## src/hw/rtl/ps2mc_pkg.sv

```systemverilog
// Package for the PS/2 mouse packet cursor unit.
// Holds the register index codes, reset values and packet bit positions.
// No dependencies.
package ps2mc_pkg;

  typedef enum logic [1:0] {
    CFG_EXTRA_BYTE_MODE = 2'd0,
    CFG_SCREEN_WIDTH    = 2'd1,
    CFG_SCREEN_HEIGHT   = 2'd2
  } cfg_idx_t;

  typedef logic [15:0] coord_t;

  localparam int unsigned AUX_DATA_BIT = 5;
  localparam int unsigned X_SIGN_BIT   = 4;
  localparam int unsigned Y_SIGN_BIT   = 5;

  localparam coord_t EDGE_MARGIN        = 16'd17;
  localparam coord_t SCREEN_WIDTH_RST   = 16'd1024;
  localparam coord_t SCREEN_HEIGHT_RST  = 16'd768;

  localparam logic [1:0] POS_FIRST  = 2'd0;
  localparam logic [1:0] POS_X      = 2'd1;
  localparam logic [1:0] POS_Y      = 2'd2;
  localparam logic [1:0] POS_EXTRA  = 2'd3;

endpackage

```

## src/hw/rtl/ps2_mouse_packet_cursor_unit.sv

```systemverilog
// PS/2 mouse packet cursor unit: packet assembly, cursor move and clamp.
// Each beat is held in the input register, and a completed packet's result then in the
// result register, which drives the outputs.
// Throughput: one input beat per cycle while in_stall is low; packet state updates as each
// auxiliary beat leaves the input register, so the next beat sees it.
// Reset (rst_n low, synchronous): packet position, held bytes and cursor go to zero,
// extra_byte_mode to 0, screen size to 1024 x 768.
// Depends on ps2mc_pkg.
module ps2_mouse_packet_cursor_unit (
  input  logic        clk,
  input  logic        rst_n,
  input  logic        in_valid,
  output logic        in_stall,
  input  logic [7:0]  in_controller_status,
  input  logic [7:0]  in_data_byte,
  input  logic [31:0] in_tick_time,
  output logic        out_valid,
  input  logic        out_stall,
  output logic [7:0]  out_button_flags,
  output logic [7:0]  out_x_motion,
  output logic [7:0]  out_y_motion,
  output logic [7:0]  out_extra_flags,
  output logic [31:0] out_event_time,
  output logic [15:0] out_pointer_x,
  output logic [15:0] out_pointer_y,
  input  logic        cfg_valid,
  output logic        cfg_ready,
  input  logic [1:0]  cfg_index,
  input  logic [15:0] cfg_data
);

  logic                 extra_mode_r;
  ps2mc_pkg::coord_t    width_r;
  ps2mc_pkg::coord_t    height_r;

  logic                 s1_v_r;
  logic [7:0]           s1_status_r;
  logic [7:0]           s1_data_r;
  logic [31:0]          s1_tick_r;

  logic [1:0]           pos_r, pos_nxt;
  logic [7:0]           btn_r, btn_nxt;
  logic [7:0]           xm_r, xm_nxt;
  logic [7:0]           ym_r, ym_nxt;
  logic [7:0]           ext_r, ext_nxt;
  ps2mc_pkg::coord_t    col_r, col_nxt;
  ps2mc_pkg::coord_t    row_r, row_nxt;

  logic                 out_valid_r;
  logic [7:0]           out_btn_r, out_xm_r, out_ym_r, out_ext_r;
  logic [31:0]          out_time_r;
  ps2mc_pkg::coord_t    out_x_r, out_y_r;

  logic                 out_free;
  logic                 s1_fire;
  logic                 in_fire;
  logic                 s1_aux;
  logic                 s1_last;
  ps2mc_pkg::coord_t    dx, dy, col_mv, row_mv, lim_x, lim_y;

  assign cfg_ready = 1'b1;

  assign out_free = !out_valid_r || !out_stall;
  assign s1_fire  = s1_v_r && out_free;
  assign in_stall = s1_v_r && !out_free;
  assign in_fire  = in_valid && !in_stall;

  assign s1_aux  = s1_status_r[ps2mc_pkg::AUX_DATA_BIT];
  assign s1_last = s1_aux && ((pos_r == ps2mc_pkg::POS_EXTRA) ||
                   ((pos_r == ps2mc_pkg::POS_Y) && !extra_mode_r));

  assign lim_x = (width_r < ps2mc_pkg::EDGE_MARGIN) ? '0 : width_r - ps2mc_pkg::EDGE_MARGIN;
  assign lim_y = (height_r < ps2mc_pkg::EDGE_MARGIN) ? '0 : height_r - ps2mc_pkg::EDGE_MARGIN;

  always_comb begin
    pos_nxt = pos_r;
    btn_nxt = btn_r;
    xm_nxt  = xm_r;
    ym_nxt  = ym_r;
    ext_nxt = ext_r;
    case (pos_r)
      ps2mc_pkg::POS_FIRST: begin
        btn_nxt = s1_data_r;
        pos_nxt = ps2mc_pkg::POS_X;
      end
      ps2mc_pkg::POS_X: begin
        xm_nxt  = s1_data_r;
        pos_nxt = ps2mc_pkg::POS_Y;
      end
      ps2mc_pkg::POS_Y: begin
        ym_nxt  = s1_data_r;
        pos_nxt = extra_mode_r ? ps2mc_pkg::POS_EXTRA : ps2mc_pkg::POS_FIRST;
      end
      default: begin
        ext_nxt = s1_data_r;
        pos_nxt = ps2mc_pkg::POS_FIRST;
      end
    endcase

    dx     = {{8{btn_nxt[ps2mc_pkg::X_SIGN_BIT]}}, xm_nxt};
    dy     = {{8{btn_nxt[ps2mc_pkg::Y_SIGN_BIT]}}, ym_nxt};
    col_mv = col_r + dx;
    row_mv = row_r - dy;
    col_nxt = col_mv;
    row_nxt = row_mv;
    if (col_mv > lim_x) begin
      col_nxt = dx[15] ? '0 : lim_x;
    end
    if (row_mv > lim_y) begin
      row_nxt = dy[15] ? lim_y : '0;
    end
  end

  always_ff @(posedge clk) begin
    if (!rst_n) begin
      extra_mode_r <= 1'b0;
      width_r      <= ps2mc_pkg::SCREEN_WIDTH_RST;
      height_r     <= ps2mc_pkg::SCREEN_HEIGHT_RST;
    end else if (cfg_valid && cfg_ready) begin
      case (cfg_index)
        ps2mc_pkg::CFG_EXTRA_BYTE_MODE: extra_mode_r <= cfg_data[0];
        ps2mc_pkg::CFG_SCREEN_WIDTH:    width_r      <= cfg_data;
        ps2mc_pkg::CFG_SCREEN_HEIGHT:   height_r     <= cfg_data;
        default: ;
      endcase
    end
  end

  always_ff @(posedge clk) begin
    if (!rst_n) begin
      s1_v_r <= 1'b0;
    end else if (in_fire) begin
      s1_v_r <= 1'b1;
    end else if (s1_fire) begin
      s1_v_r <= 1'b0;
    end
  end

  always_ff @(posedge clk) begin
    if (in_fire) begin
      s1_status_r <= in_controller_status;
      s1_data_r   <= in_data_byte;
      s1_tick_r   <= in_tick_time;
    end
  end

  always_ff @(posedge clk) begin
    if (!rst_n) begin
      pos_r <= ps2mc_pkg::POS_FIRST;
      btn_r <= '0;
      xm_r  <= '0;
      ym_r  <= '0;
      ext_r <= '0;
      col_r <= '0;
      row_r <= '0;
    end else if (s1_fire && s1_aux) begin
      pos_r <= pos_nxt;
      btn_r <= btn_nxt;
      xm_r  <= xm_nxt;
      ym_r  <= ym_nxt;
      ext_r <= ext_nxt;
      if (s1_last) begin
        col_r <= col_nxt;
        row_r <= row_nxt;
      end
    end
  end

  always_ff @(posedge clk) begin
    if (!rst_n) begin
      out_valid_r <= 1'b0;
    end else if (out_free) begin
      out_valid_r <= s1_fire && s1_last;
    end
  end

  always_ff @(posedge clk) begin
    if (s1_fire && s1_last) begin
      out_btn_r  <= btn_nxt;
      out_xm_r   <= xm_nxt;
      out_ym_r   <= ym_nxt;
      out_ext_r  <= ext_nxt;
      out_time_r <= s1_tick_r;
      out_x_r    <= col_nxt;
      out_y_r    <= row_nxt;
    end
  end

  assign out_valid        = out_valid_r;
  assign out_button_flags = out_btn_r;
  assign out_x_motion     = out_xm_r;
  assign out_y_motion     = out_ym_r;
  assign out_extra_flags  = out_ext_r;
  assign out_event_time   = out_time_r;
  assign out_pointer_x    = out_x_r;
  assign out_pointer_y    = out_y_r;

  a_stall_needs_beat: assert property (@(posedge clk) disable iff (!rst_n)
    !s1_v_r |-> !in_stall)
    else $error("input stalled with empty input register");

  a_result_from_aux: assert property (@(posedge clk) disable iff (!rst_n)
    $rose(out_valid_r) |-> $past(s1_v_r && s1_aux))
    else $error("result raised without an auxiliary beat");

  a_packet_restart: assert property (@(posedge clk) disable iff (!rst_n)
    s1_fire && s1_last |=> pos_r == ps2mc_pkg::POS_FIRST)
    else $error("packet position not cleared after last byte");

endmodule

```

## config.mk

```make
export PLATFORM = sky130hd
export DESIGN_NAME = ps2_mouse_packet_cursor_unit
export DESIGN_NICKNAME = d
export VERILOG_FILES = /design/src/hw/rtl/ps2mc_pkg.sv /design/src/hw/rtl/ps2_mouse_packet_cursor_unit.sv
export SDC_FILE = /design/constraint.sdc
export NUM_CORES = 1
export LEC_CHECK = 0
export CORE_MARGIN = 8
export CORE_UTILIZATION = 64
export DETAILED_ROUTE_END_ITERATION = 10
export DONT_BUFFER_PORTS = 1
export PLACE_DENSITY = 0.8
export RECOVER_POWER = 50
export SLEW_MARGIN = 40
export SYNTH_ARGS = -nofsm -noshare
export SYNTH_HDL_FRONTEND = slang
export SYNTH_SLANG_ARGS = --single-unit
```

## constraint.sdc

```tcl
create_clock -name clk -period 7.2 [get_ports clk]
set_input_delay 1.08 -clock clk [delete_from_list [all_inputs] [get_ports clk]]
set_output_delay 1.08 -clock clk [all_outputs]
set_load 0.02 [all_outputs]
```

==> results of run 1 <==
worst max path at each step:
stage	endpoint	cells after the start	slack [ns]	from
after floorplan	row_r[12]	17	1.91	pos_r[0]
after global placement	out_pointer_y[12]	19	1.20	pos_r[1]
after detailed placement	out_pointer_y[12]	19	1.41	pos_r[1]
after CTS	out_pointer_y[12]	19	1.35	pos_r[1]
after global routing	out_pointer_y[12]	19	0.55	pos_r[1]
final	out_pointer_y[12]	19	1.02	pos_r[1]
layout make-up:
cell class | count | area (um2) | area share
clock buffers | 26 | 629 | 0.0506
multi-input cells | 765 | 4950 | 0.397
well taps | 229 | 287 | 0.0230
repair buffers | 12 | 83.8 | 0.00673
flip-flops and latches | 238 | 6140 | 0.493
diodes | 2 | 5.00 | 0.000402
inverters | 48 | 184 | 0.0148
clock inverters | 20 | 178 | 0.0143
registers in the layout, summed over array words and instances (netlist names), 2 cells and up:
signal            count
btn_r                 8
col_r                16
ext_r                 8
height_r             16
out_button_flags      8
out_event_time       32
out_extra_flags       8
out_pointer_x        16
out_pointer_y        16
out_x_motion          8
out_y_motion          8
pos_r                 2
row_r                16
s1_data_r             8
s1_tick_r            32
width_r              16
xm_r                  8
ym_r                  8
per-layer routing:
| metal | routed length (um) | GRT usage | vias to the layer above |
|---|---|---|---|
| li1 | - | - | 3933 |
| met1 | 10700 | 0.283 | 3835 |
| met2 | 11700 | 0.349 | 283 |
| met3 | 2480 | 0.0608 | 39 |
| met4 | 456 | 0.0560 | 0 |
| met5 | 0 | 0 | - |
cells by family (layout without fill, tap and decap cells):
| group | count (synthesis) | in the layout | synth area share |
|---|---|---|---|
| adders and majority gates | 66 | 66 | 0.0733 |
| buffers and inverters | 91 | 106 | 0.0307 |
| muxes | 41 | 41 | 0.0392 |
| xor gates and xnor gates | 49 | 49 | 0.0376 |
| and+or+nand+nor | 367 | 367 | 0.146 |
| AOI/OAI and AO/OA | 241 | 241 | 0.135 |
| DFF | 238 | 238 | 0.537 |
| other | 1 | 3 | 0.000328 |
critical path: cells and delay by family, from the launching register on:
kind            cells  cell delay (ns)
compound gates      6             1.79
xor+xnor            1             0.17
fa+ha+maj           4             1.23
buf+inv             2             0.50
flops               1             0.41
mux                 1             0.44
simple gates        5             1.39
cells in the final DEF (no fill, tap or decap), types with 9 or more instances in the layout:
master,Yosys,final
nand2_1,159,159
edfxtp_1,137,137
dfxtp_1,101,101
a21oi_1,93,92
nor2_1,80,80
ha_1,62,62
inv_1,46,46
o21ai_0,40,40
xnor2_1,33,33
nor3_1,25,25
clkbuf_16,0,25
mux2_1,0,19
a21o_1,17,17
xor2_1,16,16
or2_2,15,15
nand3_1,15,14
mux2i_1,13,14
nand4_1,13,13
a31oi_1,12,12
a211oi_1,12,12
nand2b_1,10,10
nor2b_1,9,9
and3_1,9,9
o211a_1,9,9
where the power goes:
part	switching [mW]	internal [mW]	leakage, nW
Clock	0.513	0.742	0.401
Combinational	0.220	0.133	2.46
Sequential	0.0226	1.48	2.08
==> flow_summary.json, run 1 <==
{
  "die_height_um": 150,
  "portBuffers": 0,
  "timing.hold.worst_path_depth": 0,
  "layout-drive-gt1-share": 0.0803,
  "timing.critical_path.to_type": "flip-flop",
  "max-vdd-ir-drop_v": 0.000185,
  "synth.ff_latch_count": 238,
  "rsz0062_at_grt": "no",
  "worstReg2RegEnd": "out_pointer_y[12]",
  "arrival_worst_endpoint_ns": 6.43,
  "timing.final.max_slew_violations": 71,
  "dpl_worst_slack_ns": 1.41,
  "detailed_route_drc_error_count": 0,
  "fraction_of_synthesis_flops_using_an_asynchronous_set_or_reset_pin": 0,
  "drt-pass1-iter-count": 6,
  "placeableCoreArea_um2": 17700,
  "route.vias.total": 8090,
  "power.density_nw_per_um2": 250,
  "critical_path_class": "flip-flop to flip-flop",
  "post-dp-hpwl_mm": 17.7,
  "number_of_cts_inserted_buffers": 25,
  "numClockSinks": 238,
  "regToRegStartpoint": "pos_r[1]",
  "regToRegSetupSlack_ns": 1.02,
  "outcome": "finished, violations left",
  "synth_warnings": 0,
  "synth_sequential_area_ratio": 0.537,
  "path_common_cell": "ha_1",
  "fin_setup_tns_ns": 0,
  "worst_path_largest_cell_delay_ns": 0.74,
  "routed_wl_mm": 25.4,
  "holdCritStartpoint": "s1_tick_r[3]",
  "critPathSlowestCell": "o41ai_2",
  "ys.flop_type": "edfxtp_1",
  "post_cts_hold_buffers": 0,
  "first_global_vias": 7744,
  "post_synth_inst_count": 1094,
  "timing.critical_path.cells": "nor2b_1 -> clkbuf_1 -> mux2_2 -> ha_1 -> fa_1 -> nand2b_1 -> a21oi_1 -> maj3_2 -> o31a_1 -> o311a_1 -> a221oi_2 -> xnor2_1 -> ha_1 -> nand4_1 -> o41ai_2 -> and2_1 -> nor3_1 -> a31oi_1 -> inv_1",
  "fin_worst_hold_slack_ns": 0.417,
  "post_synth_instance_area_um2": 11400,
  "worst-slew-pin-transition_ns": 2.40,
  "num_io_pins": 170,
  "placed_area_um2": 11700,
  "cts_tree": "done",
  "groute.usage.overall": 0.217,
  "postLayoutSetupSlackWorst_ns": 1.02,
  "static-leakage-power_nw": 4.94,
  "cp-start-kind": "flip-flop",
  "synth_commonest_cells": "nand2_1 (159), edfxtp_1 (137), dfxtp_1 (101), a21oi_1 (93), nor2_1 (80)",
  "worstSkewPairLatency_ns": 0.51,
  "timing.critical_path.fanout_max": 22,
  "finalHoldViolations": 0,
  "grt_pass1_wl_mm": 39.5,
  "mappedNetlistNets": 1229,
  "worst_setup_hold_path_clk_slew_ns": 0.06,
  "max_freq_mhz": 162,
  "final_design_area_no_fill_um2": 12400,
  "timing.final.crit_share": 0.858,
  "dr.first_iter.drc_count": 492,
  "avgSynthCellArea_um2": 10.4,
  "route.detailed.wl_per_inst_um": 19.0,
  "ctsHtreeMaxLevel": 1,
  "nNetsFinal": 1225,
  "yosys-top-cells-area": "edfxtp_1 (36%), dfxtp_1 (18%), ha_1 (6.8%)",
  "layoutNonFillerInstCount": 1340,
  "maxCapViolCount": 1,
  "grt_start_max_net_pins": 86,
  "worst_r2r_path_depth": 19,
  "max_slew_headroom": -0.606,
  "p_total_mw": 3.11,
  "gp_congestion": 0.881,
  "core.rowCount": 49,
  "period_needed_ns": 6.18,
  "post_synth_edffs": 137,
  "cts.root.buffer_cell": "clkbuf_16",
  "initial_core_util": 0.644,
  "placed_cells_incl_taps": 1292,
  "ctsLongestPathBuffers": 3,
  "fillerInstances": 1258,
  "timing.final.setup_violations": 0,
  "overflow": 0,
  "floorplan.die.width_um": 150,
  "postCtsResizedCells": 0,
  "area_growth_pct": 9.05,
  "detail_route.vias_per_cell": 6.04,
  "initial_antenna_violation_count": 0,
  "dieArea_um2": 22400,
  "synthMostInstantiatedCell": "nand2_1",
  "hold_path_end": "out_event_time[3]",
  "finClkSkew_ns": 0.00942,
  "required_ns": 7.45,
  "cts_setup_buffers": 0,
  "synth_top_area_frac": 0.360,
  "synth.lib_cells_used.distinct": 62,
  "holdCritPathClass": "flip-flop to flip-flop",
  "violations_in_the_final_reports": "max-capacitance violations, max-slew violations",
  "ant_nets": 0,
  "yosysTopAreaCell": "edfxtp_1",
  "fin_util": 0.703
}
No activity file was read; power rests on OpenSTA's default activity.
==> run 2: changes to the inputs <==
--- a/config.mk
+++ b/config.mk
@@ -5,10 +5,12 @@
 export SDC_FILE = /design/constraint.sdc
 export NUM_CORES = 1
 export LEC_CHECK = 0
+export ABC_AREA = 1
 export CORE_MARGIN = 8
 export CORE_UTILIZATION = 64
 export DETAILED_ROUTE_END_ITERATION = 10
 export DONT_BUFFER_PORTS = 1
+export HOLD_SLACK_MARGIN = 0.05
 export PLACE_DENSITY = 0.8
 export RECOVER_POWER = 50
 export SLEW_MARGIN = 40
==> flow_summary.json, run 2 <==
{
  "outcome": "finished, violations left",
  "violations_in_the_final_reports": "max-capacitance violations, max-slew violations",
  "cts_tree": "done",
  "worst_r2r_path_depth": 23,
  "required_ns": 7.53,
  "post_synth_inst_count": 1352,
  "layout-drive-gt1-share": 0.0602,
  "number_of_cts_inserted_buffers": 25,
  "post-dp-hpwl_mm": 19.9,
  "ctsLongestPathBuffers": 3,
  "initial_core_util": 0.654,
  "final_common_cell": "nand2_1",
  "portBuffers": 0,
  "fillerInstances": 1338,
  "synth_sequential_area_ratio": 0.522,
  "core.rowCount": 49,
  "worst_setup_hold_path_clk_slew_ns": 0.06,
  "routed_wl_mm": 27.4,
  "detail_route.vias_per_cell": 5.67,
  "holdCritPathClass": "flip-flop to flip-flop",
  "grt_start_max_net_pins": 81,
  "synth_commonest_cells": "nand2_1 (325), inv_1 (154), edfxtp_1 (137), nor2_1 (114), dfxtp_1 (101)",
  "fin_worst_hold_slack_ns": 0.419,
  "post_synth_edffs": 137,
  "max-vdd-ir-drop_v": 0.000344,
  "rsz0062_at_grt": "no",
  "ant_nets": 0,
  "dieArea_um2": 23000,
  "avgSynthCellArea_um2": 8.69,
  "area_growth_pct": 8.03,
  "max_freq_mhz": 172,
  "synth_warnings": 0,
  "fraction_of_synthesis_flops_using_an_asynchronous_set_or_reset_pin": 0,
  "dpl_worst_slack_ns": 1.86,
  "cts_setup_buffers": 0,
  "route.vias.total": 9022,
  "yosysTopAreaCell": "edfxtp_1",
  "timing.final.max_slew_violations": 21,
  "static-leakage-power_nw": 5.54,
  "first_global_vias": 8380,
  "dr.first_iter.drc_count": 752,
  "fin_util": 0.707,
  "mappedNetlistNets": 1487,
  "finalHoldViolations": 0,
  "route.detailed.wl_per_inst_um": 17.2,
  "die_height_um": 151,
  "worstSkewPairLatency_ns": 0.52,
  "critical_path_class": "flip-flop to flip-flop",
  "period_needed_ns": 5.82,
  "post_synth_instance_area_um2": 11800,
  "max_slew_headroom": -0.148,
  "timing.critical_path.to_type": "flip-flop",
  "post_cts_hold_buffers": 0,
  "cts.root.buffer_cell": "clkbuf_16",
  "synth.ff_latch_count": 238,
  "synth_top_area_frac": 0.350,
  "ys.flop_type": "edfxtp_1",
  "postLayoutSetupSlackWorst_ns": 1.38,
  "maxCapViolCount": 1,
  "synth.lib_cells_used.distinct": 47,
  "placeableCoreArea_um2": 18000,
  "postCtsResizedCells": 0,
  "overflow": 0,
  "finClkSkew_ns": 0.0121,
  "final_cell_mix": "nand2_1 (327), inv_1 (153), edfxtp_1 (137), nor2_1 (114), dfxtp_1 (101)",
  "nNetsFinal": 1480,
  "gp_congestion": 0.884,
  "timing.critical_path.fanout_max": 20,
  "num_io_pins": 170,
  "initial_antenna_violation_count": 0,
  "groute.usage.overall": 0.233,
  "layoutNonFillerInstCount": 1592,
  "detailed_route_drc_error_count": 0,
  "power.density_nw_per_um2": 253,
  "worst-slew-pin-transition_ns": 1.72,
  "grt_pass1_wl_mm": 42.9,
  "synthMostInstantiatedCell": "nand2_1",
  "floorplan.die.width_um": 151,
  "cp-start-kind": "flip-flop",
  "ctsHtreeMaxLevel": 1,
  "num_antenna_cells": 0,
  "placed_cells_incl_taps": 1547,
  "fin_setup_tns_ns": 0,
  "drt-pass1-iter-count": 5,
  "timing.final.setup_violations": 0,
  "yosys-top-cells-area": "edfxtp_1 (35%), dfxtp_1 (17%), nand2_1 (10%)",
  "numClockSinks": 238,
  "timing.final.crit_share": 0.808,
  "timing.hold.worst_path_depth": 0,
  "arrival_worst_endpoint_ns": 6.15
}
-- run 2: changes by cell type after synthesis, moves of 10 or more --
cell      change
o21ai_0      +58
or2_2        -10
a21o_1       -16
nand3_1      +53
nand2b_1     -10
nand2_1     +166
nor2_1       +34
mux2_2       -27
nor3_1       -10
inv_1       +108
mux2i_1      -13
xnor2_1      -27
o21ai_1      +23
-- run 2: per-stage QoR --
stage          area (um2)  power (mW)
2_1_floorplan       11800        1.88
3_3_place_gp        11900        1.98
3_5_place_dp        12000        1.99
4_1_cts             12800        3.23
5_1_grt             12700        3.35
6_report            12700        3.21
-- run 2: logic make-up after synthesis --
group / share of synthesized area
xor+xnor: 0.0164
buf+inv: 0.0668
other cells: 0.000319
fa+ha+maj: 0.0694
simple gates: 0.213
compound gates: 0.112
flops: 0.522
-- run 2: layer usage --
| metal | vias up | global-route usage | part of all wire |
|---|---|---|---|
| li1 | 4478 | - | - |
| met1 | 4179 | 0.308 | 0.42 |
| met2 | 321 | 0.381 | 0.46 |
| met3 | 44 | 0.0535 | 0.098 |
| met4 | 0 | 0.0637 | 0.020 |
| met5 | - | 0 | 0 |
-- run 2: path summary, 6_finish.rpt --
check                startpoint            endpoint  slack, ns
setup reg to reg       pos_r[1]   out_pointer_y[14]       1.38
setup / recovery       pos_r[1]   out_pointer_y[14]       1.38
hold reg to reg   s1_tick_r[21]  out_event_time[21]       0.42
hold / removal    s1_tick_r[21]  out_event_time[21]       0.42
-- run 2: layout make-up --
cell class	count	area, um2	area share
Clock inverter	19	171	0.0135
Multi-Input combinational cell	912	4820	0.380
Tap cell	229	287	0.0226
Sequential cell	238	6140	0.483
Timing Repair Buffer	7	41.3	0.00325
Clock buffer	26	629	0.0496
Inverter	161	604	0.0476
-- run 2: where the power goes --
group	internal, mW	switching [mW]	leakage [nW]	total, mW
registers	1.49	0.0233	2.08	1.51
logic	0.142	0.314	3.07	0.456
clock network	0.712	0.530	0.384	1.24
-- run 2: worst max-delay path, stage by stage (launching register included) --
cell	delay (ns)
dfxtp_1	0.40
nor2_1	0.94
o21ai_2	0.42
ha_1	0.46
inv_1	0.08
o21ai_0	0.15
a31oi_1	0.29
nor2_1	0.07
nor3_1	0.23
nand2_1	0.10
nand2_1	0.08
and2_1	0.15
inv_1	0.05
ha_1	0.29
nand2_1	0.07
inv_1	0.05
nand3_1	0.08
nor3_1	0.23
nand2_1	0.09
nand2_1	0.06
nand2_1	0.44
inv_2	0.46
nand2_1	0.18
o22ai_1	0.24
